$ cat config.mk
export PLATFORM = sky130hd
export DESIGN_NAME = db_datetime_to_civil_core
export DESIGN_NICKNAME = d
export VERILOG_FILES = /design/src/rtl/dbciv_pkg.sv /design/src/rtl/dbciv_cdiv.sv /design/src/rtl/db_datetime_to_civil_core.sv
export SDC_FILE = /design/constraint.sdc
export NUM_CORES = 2
export LEC_CHECK = 0
export ABC_CLOCK_PERIOD_IN_PS = 6900
export BUFFER_PORTS_ARGS = -buffer_cell sky130_fd_sc_hd__buf_2
export CORE_AREA = 2 2 461 417
export CTS_CLUSTER_DIAMETER = 30
export DETAILED_ROUTE_END_ITERATION = 7
export DIE_AREA = 0 0 463 419
export HOLD_SLACK_MARGIN = 0.06
export PLACE_DENSITY = 0.67
export SLEW_MARGIN = 20
export SYNTH_ARGS = -nofsm -noshare
export SYNTH_HDL_FRONTEND = slang
export SYNTH_SLANG_ARGS = --single-unit
$ cat constraint.sdc
create_clock -name clk -period 6.9 [get_ports clk]
set_clock_uncertainty 0.15 [all_clocks]
set_input_delay 0.69 -clock clk [delete_from_list [all_inputs] [get_ports clk]]
set_output_delay 0.69 -clock clk [all_outputs]
set_load 0.005 [all_outputs]
$ cat src/rtl/dbciv_pkg.sv
// Shared constants, types and tables for the timestamp to civil date converter.
// Used by db_datetime_to_civil_core and tb_top; depends on nothing else.
package dbciv_pkg;

  // Time field scales.
  localparam int TICKS_PER_HOUR   = 1080000;
  localparam int TICKS_PER_MINUTE = 18000;
  localparam int TICKS_PER_SECOND = 300;
  localparam int TICKS_PER_FRACT  = 3;
  localparam int MINUTES_PER_HOUR = 60;
  localparam int HOURS_PER_DAY    = 24;
  localparam int BASE_YEAR        = 1900;

  // Gregorian cycle lengths, counted from a year that starts on March 1.
  localparam int DAYS_PER_ERA   = 146097;
  localparam int LAST_DOE       = 146096;
  localparam int DAYS_PER_CENT  = 36524;
  localparam int DAYS_PER_4Y    = 1460;
  localparam int DAYS_PER_YEAR  = 365;
  localparam int YEARS_PER_CENT = 100;
  localparam int YEARS_PER_ERA  = 400;
  localparam int MONTH_SPAN     = 153;

  // Day count of the last date the year field can hold, and the shift from
  // days after 1900-01-01 to days after 0000-03-01.
  localparam int MAX_DAY_COUNT = 5290171;
  localparam int EPOCH_SHIFT   = 693901;

  // Width of a day count after the carried days are added.
  localparam int DAY_W = 23;

  // Latency of one constant divider.
  localparam int CDIV_LAT = 3;

  typedef struct packed {
    logic [4:0] hour;
    logic [5:0] minute;
    logic [5:0] second;
    logic [6:0] fraction;
  } tod_t;

  // First day of each month within a March-based year.
  function automatic logic [8:0] month_start(input logic [3:0] mp);
    logic [8:0] start;
    case (mp)
      4'd0:    start = 9'd0;
      4'd1:    start = 9'd31;
      4'd2:    start = 9'd61;
      4'd3:    start = 9'd92;
      4'd4:    start = 9'd122;
      4'd5:    start = 9'd153;
      4'd6:    start = 9'd184;
      4'd7:    start = 9'd214;
      4'd8:    start = 9'd245;
      4'd9:    start = 9'd275;
      4'd10:   start = 9'd306;
      4'd11:   start = 9'd337;
      default: start = 9'd0;
    endcase
    return start;
  endfunction

endpackage

$ cat src/rtl/dbciv_cdiv.sv
// Pipelined division of an unsigned value by a constant, with a sideband
// that travels alongside. Three register stages; uses no package.
module dbciv_cdiv #(
  parameter int IN_W    = 32,
  parameter int DIVISOR = 3,
  parameter int Q_W     = 8,
  parameter int R_W     = 2,
  parameter int SIDE_W  = 1
) (
  input  logic              clk,
  input  logic [IN_W-1:0]   x,
  input  logic [SIDE_W-1:0] side_in,
  output logic [Q_W-1:0]    q,
  output logic [R_W-1:0]    r,
  output logic [SIDE_W-1:0] side_out
);

  localparam longint unsigned RECIP = (64'd1 << IN_W) / DIVISOR;
  localparam int RECIP_W = $clog2(RECIP + 1);
  localparam int PROD_W  = IN_W + RECIP_W;
  localparam logic [RECIP_W-1:0] RECIP_C = RECIP_W'(RECIP);
  localparam logic [IN_W-1:0]    DIV_X   = IN_W'(DIVISOR);
  localparam logic [R_W:0]       DIV_R   = (R_W + 1)'(DIVISOR);

  logic [PROD_W-1:0] prod;
  logic [IN_W-1:0]   back;
  logic [IN_W-1:0]   diff;
  logic [IN_W-1:0]   x_a;
  logic [Q_W-1:0]    q_a;
  logic [Q_W-1:0]    q_b;
  logic [R_W:0]      r_b;
  logic [SIDE_W-1:0] side_a;
  logic [SIDE_W-1:0] side_b;

  // The truncated reciprocal makes the estimate at most one below the true
  // quotient, so the remainder lands below twice the divisor.
  assign prod = PROD_W'(x) * PROD_W'(RECIP_C);
  assign back = IN_W'(q_a * DIV_X);
  assign diff = x_a - back;

  always_ff @(posedge clk) begin
    x_a    <= x;
    q_a    <= Q_W'(prod >> IN_W);
    side_a <= side_in;

    q_b    <= q_a;
    r_b    <= (R_W + 1)'(diff);
    side_b <= side_a;

    if (r_b >= DIV_R) begin
      q <= q_b + Q_W'(1);
      r <= R_W'(r_b - DIV_R);
    end else begin
      q <= q_b;
      r <= R_W'(r_b);
    end
    side_out <= side_b;
  end

endmodule

$ cat src/rtl/db_datetime_to_civil_core.sv
// Timestamp to Gregorian date and time converter, top level.
// Depends on dbciv_pkg and dbciv_cdiv.
//
// Usage: drive operation, days_since_1900 and time_of_day and raise start.
// A transaction is taken at each rising edge where start is high and busy is
// low. busy is high only while rst is asserted, so outside reset a new
// transaction can be started in every cycle.
// operation 0 reads time_of_day as 1/300 s ticks, operation 1 as minutes;
// whole days beyond 24 hours are carried into the date, and dates past
// 16383-12-31 saturate to that day.
// Each result appears on year, month, day_of_month, hour, minute, second and
// fraction for exactly one cycle with done high, in the same order as the
// transactions. Throughput is one result per cycle.
// The pipeline is a chain of seven three-stage constant dividers (hours, days,
// era, four-year and century, year of era, century of era, month) plus five
// register stages; the minute, second and fraction dividers run beside it.
// Results cannot be held off: the downstream must take each one when done
// is high. Reset (synchronous) clears the done pipeline only; transactions
// in flight at reset are dropped.
module db_datetime_to_civil_core (
  input  logic        clk,
  input  logic        rst,
  input  logic        start,
  output logic        busy,
  input  logic        operation,
  input  logic [21:0] days_since_1900,
  input  logic [31:0] time_of_day,
  output logic        done,
  output logic [13:0] year,
  output logic [3:0]  month,
  output logic [4:0]  day_of_month,
  output logic [4:0]  hour,
  output logic [5:0]  minute,
  output logic [5:0]  second,
  output logic [6:0]  fraction
);

  localparam int PIPE_LAT = 7 * dbciv_pkg::CDIV_LAT + 5;
  localparam int DW = dbciv_pkg::DAY_W;

  logic [PIPE_LAT-1:0] vld;

  // Input register.
  logic        op_in;
  logic [21:0] days_in;
  logic [31:0] tod_in;

  // Hours from the time field.
  logic [11:0] hf_q;
  logic [20:0] hf_r;
  logic [26:0] hs_q;
  logic [5:0]  hs_r;
  logic [21:0] g1_days;
  logic        g1_op;
  logic [26:0] hours;
  logic [20:0] ticks;

  // Carried days, hour of day, minute.
  logic [21:0] carry_q;
  logic [4:0]  hour_r;
  logic [21:0] g2_days;
  logic [5:0]  min_q;
  logic [14:0] min_r;
  logic [6:0]  g2_side;
  logic [DW-1:0] day_sum;

  logic [DW-1:0] z;
  logic [14:0]   r0_ticks;
  logic [4:0]    r0_hour;
  logic [5:0]    r0_minute;
  logic          r0_op;

  // Second and era.
  logic [5:0]  sec_q;
  logic [8:0]  sec_r;
  logic [10:0] g3_hm;
  logic [5:0]  era_q;
  logic [17:0] doe_r;
  logic        g3_op;

  // Fraction and the leap corrections within an era.
  logic [6:0]  frac_q;
  logic [17:0] g4_side;
  logic [6:0]  q4y;
  logic [17:0] g4_doe;
  logic [2:0]  qcent;
  logic [5:0]  g4_era;

  logic [17:0]          r1_num;
  logic [17:0]          r1_doe;
  logic [5:0]           r1_era;
  dbciv_pkg::tod_t      r1_time;

  // Year of era and century of era.
  logic [8:0]  yoe_q;
  logic [47:0] g5_side;
  logic [1:0]  cy_q;
  logic [56:0] g6_side;
  logic [8:0]  g6_yoe;
  logic [5:0]  g6_era;
  logic [17:0] g6_doe;
  logic [17:0] yr_days;

  logic [8:0]           r2_doy;
  logic [8:0]           r2_yoe;
  logic [5:0]           r2_era;
  dbciv_pkg::tod_t      r2_time;

  // Month within the March-based year.
  logic [10:0]     mp_in;
  logic [3:0]      mp_q;
  logic [47:0]     g7_side;
  logic [8:0]      g7_doy;
  logic [8:0]      g7_yoe;
  logic [5:0]      g7_era;
  dbciv_pkg::tod_t g7_time;
  logic [8:0]      dom;
  logic [13:0]     year_next;

  assign busy = rst;

  always_ff @(posedge clk) begin
    if (rst) begin
      vld <= '0;
    end else begin
      vld <= {vld[PIPE_LAT-2:0], start & ~busy};
    end
  end

  assign done = vld[PIPE_LAT-1];

  always_ff @(posedge clk) begin
    op_in   <= operation;
    days_in <= days_since_1900;
    tod_in  <= time_of_day;
  end

  dbciv_cdiv #(
    .IN_W(32), .DIVISOR(dbciv_pkg::TICKS_PER_HOUR), .Q_W(12), .R_W(21), .SIDE_W(22)
  ) u_div_hf (
    .clk, .x(tod_in), .side_in(days_in), .q(hf_q), .r(hf_r), .side_out(g1_days)
  );

  dbciv_cdiv #(
    .IN_W(32), .DIVISOR(dbciv_pkg::MINUTES_PER_HOUR), .Q_W(27), .R_W(6), .SIDE_W(1)
  ) u_div_hs (
    .clk, .x(tod_in), .side_in(op_in), .q(hs_q), .r(hs_r), .side_out(g1_op)
  );

  assign hours = g1_op ? hs_q : 27'(hf_q);
  assign ticks = g1_op ? '0 : hf_r;

  dbciv_cdiv #(
    .IN_W(27), .DIVISOR(dbciv_pkg::HOURS_PER_DAY), .Q_W(22), .R_W(5), .SIDE_W(22)
  ) u_div_day (
    .clk, .x(hours), .side_in(g1_days), .q(carry_q), .r(hour_r), .side_out(g2_days)
  );

  dbciv_cdiv #(
    .IN_W(21), .DIVISOR(dbciv_pkg::TICKS_PER_MINUTE), .Q_W(6), .R_W(15), .SIDE_W(7)
  ) u_div_min (
    .clk, .x(ticks), .side_in({g1_op, hs_r}), .q(min_q), .r(min_r), .side_out(g2_side)
  );

  assign day_sum = DW'(g2_days) + DW'(carry_q);

  always_ff @(posedge clk) begin
    if (day_sum > DW'(dbciv_pkg::MAX_DAY_COUNT)) begin
      z <= DW'(dbciv_pkg::MAX_DAY_COUNT + dbciv_pkg::EPOCH_SHIFT);
    end else begin
      z <= day_sum + DW'(dbciv_pkg::EPOCH_SHIFT);
    end
    r0_ticks  <= min_r;
    r0_hour   <= hour_r;
    r0_minute <= g2_side[6] ? g2_side[5:0] : min_q;
    r0_op     <= g2_side[6];
  end

  dbciv_cdiv #(
    .IN_W(15), .DIVISOR(dbciv_pkg::TICKS_PER_SECOND), .Q_W(6), .R_W(9), .SIDE_W(11)
  ) u_div_sec (
    .clk, .x(r0_ticks), .side_in({r0_hour, r0_minute}), .q(sec_q), .r(sec_r),
    .side_out(g3_hm)
  );

  dbciv_cdiv #(
    .IN_W(DW), .DIVISOR(dbciv_pkg::DAYS_PER_ERA), .Q_W(6), .R_W(18), .SIDE_W(1)
  ) u_div_era (
    .clk, .x(z), .side_in(r0_op), .q(era_q), .r(doe_r), .side_out(g3_op)
  );

  dbciv_cdiv #(
    .IN_W(9), .DIVISOR(dbciv_pkg::TICKS_PER_FRACT), .Q_W(7), .R_W(2), .SIDE_W(18)
  ) u_div_frac (
    .clk, .x(sec_r), .side_in({g3_op, g3_hm, sec_q}), .q(frac_q), .r(),
    .side_out(g4_side)
  );

  dbciv_cdiv #(
    .IN_W(18), .DIVISOR(dbciv_pkg::DAYS_PER_4Y), .Q_W(7), .R_W(11), .SIDE_W(18)
  ) u_div_4y (
    .clk, .x(doe_r), .side_in(doe_r), .q(q4y), .r(), .side_out(g4_doe)
  );

  dbciv_cdiv #(
    .IN_W(18), .DIVISOR(dbciv_pkg::DAYS_PER_CENT), .Q_W(3), .R_W(16), .SIDE_W(6)
  ) u_div_cent (
    .clk, .x(doe_r), .side_in(era_q), .q(qcent), .r(), .side_out(g4_era)
  );

  // The short format has no seconds; its second and fraction read as zero.
  always_ff @(posedge clk) begin
    r1_num <= g4_doe - 18'(q4y) + 18'(qcent)
              - 18'(g4_doe == 18'(dbciv_pkg::LAST_DOE));
    r1_doe <= g4_doe;
    r1_era <= g4_era;
    r1_time.hour     <= g4_side[16:12];
    r1_time.minute   <= g4_side[11:6];
    r1_time.second   <= g4_side[17] ? '0 : g4_side[5:0];
    r1_time.fraction <= g4_side[17] ? '0 : frac_q;
  end

  dbciv_cdiv #(
    .IN_W(18), .DIVISOR(dbciv_pkg::DAYS_PER_YEAR), .Q_W(9), .R_W(9), .SIDE_W(48)
  ) u_div_yoe (
    .clk, .x(r1_num), .side_in({r1_era, r1_doe, r1_time}), .q(yoe_q), .r(),
    .side_out(g5_side)
  );

  dbciv_cdiv #(
    .IN_W(9), .DIVISOR(dbciv_pkg::YEARS_PER_CENT), .Q_W(2), .R_W(7), .SIDE_W(57)
  ) u_div_cy (
    .clk, .x(yoe_q), .side_in({yoe_q, g5_side}), .q(cy_q), .r(), .side_out(g6_side)
  );

  assign g6_yoe = g6_side[56:48];
  assign g6_era = g6_side[47:42];
  assign g6_doe = g6_side[41:24];

  // Days before the start of this year within the era.
  assign yr_days = 18'(g6_yoe) * 18'(dbciv_pkg::DAYS_PER_YEAR) + 18'(g6_yoe[8:2])
                   - 18'(cy_q);

  always_ff @(posedge clk) begin
    r2_doy  <= 9'(g6_doe - yr_days);
    r2_yoe  <= g6_yoe;
    r2_era  <= g6_era;
    r2_time <= g6_side[23:0];
  end

  assign mp_in = 11'(r2_doy) * 11'd5 + 11'd2;

  dbciv_cdiv #(
    .IN_W(11), .DIVISOR(dbciv_pkg::MONTH_SPAN), .Q_W(4), .R_W(8), .SIDE_W(48)
  ) u_div_mp (
    .clk, .x(mp_in), .side_in({r2_doy, r2_yoe, r2_era, r2_time}), .q(mp_q), .r(),
    .side_out(g7_side)
  );

  assign g7_doy  = g7_side[47:39];
  assign g7_yoe  = g7_side[38:30];
  assign g7_era  = g7_side[29:24];
  assign g7_time = g7_side[23:0];

  assign dom = g7_doy - dbciv_pkg::month_start(mp_q) + 9'd1;

  // January and February belong to the next calendar year.
  assign year_next = 14'(dbciv_pkg::BASE_YEAR - dbciv_pkg::BASE_YEAR) + 14'(g7_yoe)
                     + 14'(g7_era) * 14'(dbciv_pkg::YEARS_PER_ERA)
                     + 14'(mp_q >= 4'd10);

  always_ff @(posedge clk) begin
    year         <= year_next;
    month        <= (mp_q < 4'd10) ? mp_q + 4'd3 : mp_q - 4'd9;
    day_of_month <= 5'(dom);
    hour         <= g7_time.hour;
    minute       <= g7_time.minute;
    second       <= g7_time.second;
    fraction     <= g7_time.fraction;
  end

  a_latency: assert property (@(posedge clk) disable iff (rst)
    done |-> $past(start && !busy, PIPE_LAT))
    else $error("result without a matching transaction");

  a_date_range: assert property (@(posedge clk) disable iff (rst)
    done |-> (month >= 4'd1 && month <= 4'd12 && day_of_month >= 5'd1
              && day_of_month <= 5'd31))
    else $error("month or day out of range");

  a_year_floor: assert property (@(posedge clk) disable iff (rst)
    done |-> year >= 14'(dbciv_pkg::BASE_YEAR))
    else $error("year below base year");

  a_time_range: assert property (@(posedge clk) disable iff (rst)
    done |-> (hour <= 5'd23 && minute <= 6'd59 && second <= 6'd59
              && fraction <= 7'd99))
    else $error("time field out of range");

  a_reset_quiet: assert property (@(posedge clk)
    $past(rst) |-> !done)
    else $error("result right after reset");

endmodule

==> results.md <==
- Flip-flop and latch count after synthesis: 1630
- Average wire length per cell after detail routing: 15.6 um
- Unrepaired setup endpoints after global routing: true
- Number of placement rows: 152
- Seq/Total Area, Yosys: 37.7%
- Summed negative setup slack over all endpoints: 0 ns
- Half-perimeter wire length after placement: 138000 um
- Total number of vias: 51690
- Via count of the first global-routing pass: 55956
- Yosys warning total: 0
- Clock network latency to the later pin of the worst-skew pair: 0.93 ns
- Library cells used by synthesis: 77
- Placer Congestion: 0.913
- WP data required: 7.53 ns
- Synthesis-to-finish area growth: 19.2%
- First drt pass iteration count: 5
- CTS tree: done
- Effective utilization at floorplan: 45.6%
- Most frequent cell after synthesis: dfxtp_1
- Worst Setup Start Kind: flip-flop
- Arrival time of data at the critical path endpoint: 7.42 ns
- Startpoint of the worst register-to-register path: u_div_hs.side_out
- Share of the synthesized area in the top cell type: 37.7%
- Result of the run: finished clean
- Number of DRC violations after detailed routing: 0
- ANT nets after route: 0
- Port Buf Inserts: 106
- Final Hold Fails: 0
- Worst-case hold path end point: u_div_yoe.side_out[19]
- Number of buffers created by CTS: 298
- Path depth of the worst reg2reg path: 25
- Die Area: 0.194 sq mm
- Fraction of registers with async set or reset after synthesis: 0%
- Grt total ovfl: 0
- Sinks on Clock Net: 1630
- Initial antenna violation count: 3
- Maximum number of pins on one net before global-route repair: 28
- Synth area leader: dfxtp_1
- Gate count after technology mapping: 7534
- Number of flops mapped to enable cells by yosys: 0
- Synthesized cell area: 0.0865 sq mm
- Remaining max-slew budget at the tightest pin: 29.4%
- Worst hold path startpoint: u_div_yoe.side_b[19]
- Number of nets produced by synthesis: 9801
- Clock root buffer master: clkbuf_16
- Post-Synthesis Mean Instance Area: 11.5 sq um
- Via-to-Cell Ratio: 4.72
- First-pass GRT wire length: 284000 um
- Top FF cell, synth: dfxtp_1
- Worst reg2reg path endpoint: u_div_day.q_a[18]
- Worst setup slack for register-to-register paths: 0.11 ns
- Number of antenna diodes: 0
- # Max-Cap Violations: 0
- Most used standard cells in the synthesized netlist: 1630 x dfxtp_1, 1443 x inv_1, 1374 x ha_1, 835 x fa_1, 369 x xnor2_1
- Slew at the pin closest to its max-slew limit: 1.03 ns
- Total routing usage reported by global routing: 18.2%
- Peak per-stage delay on the critical path: 0.56 ns
- Die height: 419 um
- Cell repeated most along the worst path: fa_1
- Routed wire length: 171000 um
- Kind of path behind the tightest hold check: flip-flop to flip-flop
- Clock-pin slew on the worst setup and hold paths: 0.05 ns
- Final critical-path share of the clock period: 98.4%
- Share of post-route cells with drive strength above 1: 12.0%
- Most area-consuming cells after synthesis: dfxtp_1 38%, ha_1 20%, fa_1 19%, inv_1 6.3%, xnor2_1 3.7%
- Count of boundary I/O pins: 107
- Count of endpoints failing setup in the final report: 0
- First-iteration detailed-routing DRC count: 1828
- Net count reported at finish: 10466
- Clock buffer depth: 4
- Crit path time final: 6.79 ns
- Count of buffer and inverter cells on the critical path: 6
- Cell with the largest stage delay on the worst path: fa_1
- Worst Setup End Kind: flip-flop
- FMAX: 147 MHz
- Max-slew violations: 0
- Cell family with most CP delay: adder cells
- Placeable Area: 0.190 sq mm
- Maximum fanout along the worst path: 6
- Count of cells along the worst hold path: 0
- Maximum level of the CTS H-tree: 5
- Die X-Extent: 463 um
- Category of the critical setup timing path: flip-flop to flip-flop
[cells in the final DEF, fill, tap and decap left out, types with 43 or more instances in the layout]
cell / Yosys / layout
o21ai_0: 148 / 142
xnor2_1: 369 / 368
nand2_1: 192 / 190
nor2_1: 222 / 219
buf_2: 1 / 106
nand4_1: 43 / 43
a21o_1: 101 / 101
clkbuf_16: 0 / 306
a21oi_1: 224 / 216
ha_1: 1374 / 1342
nor3_1: 76 / 75
fa_1: 835 / 828
dlygate4sd3_1: 0 / 58
nor2b_1: 92 / 91
nand3_1: 82 / 82
buf_4: 2 / 217
inv_1: 1443 / 1420
dfxtp_1: 1630 / 1628
nand2b_1: 63 / 63
xor2_1: 157 / 153
o21a_1: 53 / 52
[stage by stage]
| step | hold slack (ns) | std cells | setup slack [ns] | util (%) | instance area [sq um] |
|---|---|---|---|---|---|
| 6_report | 0.113 | 10962 | 0.111 | 54.4 | 103000 |
| 3_3_place_gp | 0.160 | 10373 | -0.247 | 48.4 | 91800 |
| 2_1_floorplan | 0.160 | 7534 | 0.00920 | - | 86600 |
| 5_1_grt | 0.123 | 10962 | -0.134 | 54.4 | 103000 |
| 4_1_cts | 0.107 | 10955 | 0.00159 | 54.1 | 103000 |
| 3_5_place_dp | 0.162 | 10373 | -0.298 | 48.4 | 91800 |
[how the worst max path moves through the flow]
| stage | from | end | slack, ns | depth (start not counted) |
|---|---|---|---|---|
| 2_1_floorplan | u_div_hs.side_out | u_div_day.q_a[11] | 0.009 | 26 |
| 3_3_place_gp | u_div_hs.side_out | u_div_day.q_a[11] | -0.25 | 25 |
| 3_5_place_dp | u_div_hs.side_out | u_div_day.q_a[11] | -0.30 | 25 |
| 4_1_cts | u_div_hs.side_out | u_div_day.q_a[18] | 0.002 | 26 |
| 5_1_grt | u_div_hs.side_out | u_div_day.q_a[18] | -0.13 | 26 |
| 6_report | u_div_hs.side_out | u_div_day.q_a[18] | 0.11 | 25 |
[sequential cells by signal (all words and copies together), names as in the netlist, 23 cells and up, named ones only]
| name | count |
|---|---|
| u_div_hs.q_a | 27 |
| u_div_cy.side_out | 48 |
| u_div_yoe.side_out | 39 |
| r1_time | 24 |
| u_div_mp.side_out | 44 |
| u_div_yoe.side_b | 39 |
| u_div_cy.side_a | 41 |
| u_div_cy.side_b | 46 |
| vld | 26 |
| u_div_yoe.side_a | 39 |
| u_div_hs.q_b | 27 |
| u_div_mp.side_a | 44 |
| u_div_hs.q | 27 |
| u_div_mp.side_b | 44 |
| z | 23 |
| tod_in | 32 |
| r2_time | 24 |
[logic make-up after synthesis]
kind of cell    count (synthesis)  synth area share (%)
xor+xnor                      527                  5.34
compound gates                764                  5.74
fa+ha+maj                    2209                  39.2
simple gates                  903                  5.19
mux                            33                 0.417
flops                        1630                  37.7
buf+inv                      1468                  6.39
[metal layers]
layer	global-route usage, %	vias up	wire length (um)	share of wire (%)
met5	0	-	0	0
li1	-	25613	-	-
met4	5.98	0	4660	2.7
met2	31.2	839	81800	48
met3	3.11	308	6320	3.7
met1	23.3	24930	77900	46
[layout make-up]
class,count,area [sq um]
fill,16016,86500
multi-input combinational,4436,48900
sequential,1630,32600
clock buffer,348,8070
inverter,1443,5420
tap,2541,3180
timing repair buffer,390,2870
clock inverter,174,2000
[worst register-to-register path, cell delays in order, from the launching register on]
cell      delay (ns)
dfxtp_4         0.43
buf_4           0.14
mux2_4          0.33
ha_4            0.23
fa_1            0.51
inv_1           0.06
fa_1            0.49
inv_1           0.06
fa_1            0.48
fa_1            0.54
inv_1           0.06
fa_1            0.47
fa_1            0.56
inv_1           0.05
ha_1            0.20
a21o_1          0.18
a21o_1          0.18
a21oi_2         0.16
a21bo_4         0.27
o21a_4          0.24
a221oi_4        0.31
buf_6           0.16
nor2b_4         0.04
o21a_1          0.18
nor2_2          0.11
xnor2_1         0.12
[repair_timing]
item                                   in CTS  in global routing
endpoints found under the hold margin      81                  0
setup endpoints to repair                  13                 17
buffers inserted                            2                  6
pin swaps                                  20                 71
hold buffers                               58                  0
gates resized for setup                    36                 87
gates cloned                                0                  1
Power is left out: the tool's default activity adds up to more than one toggle a clock period on the data nets, which glitch-free logic cannot reach.
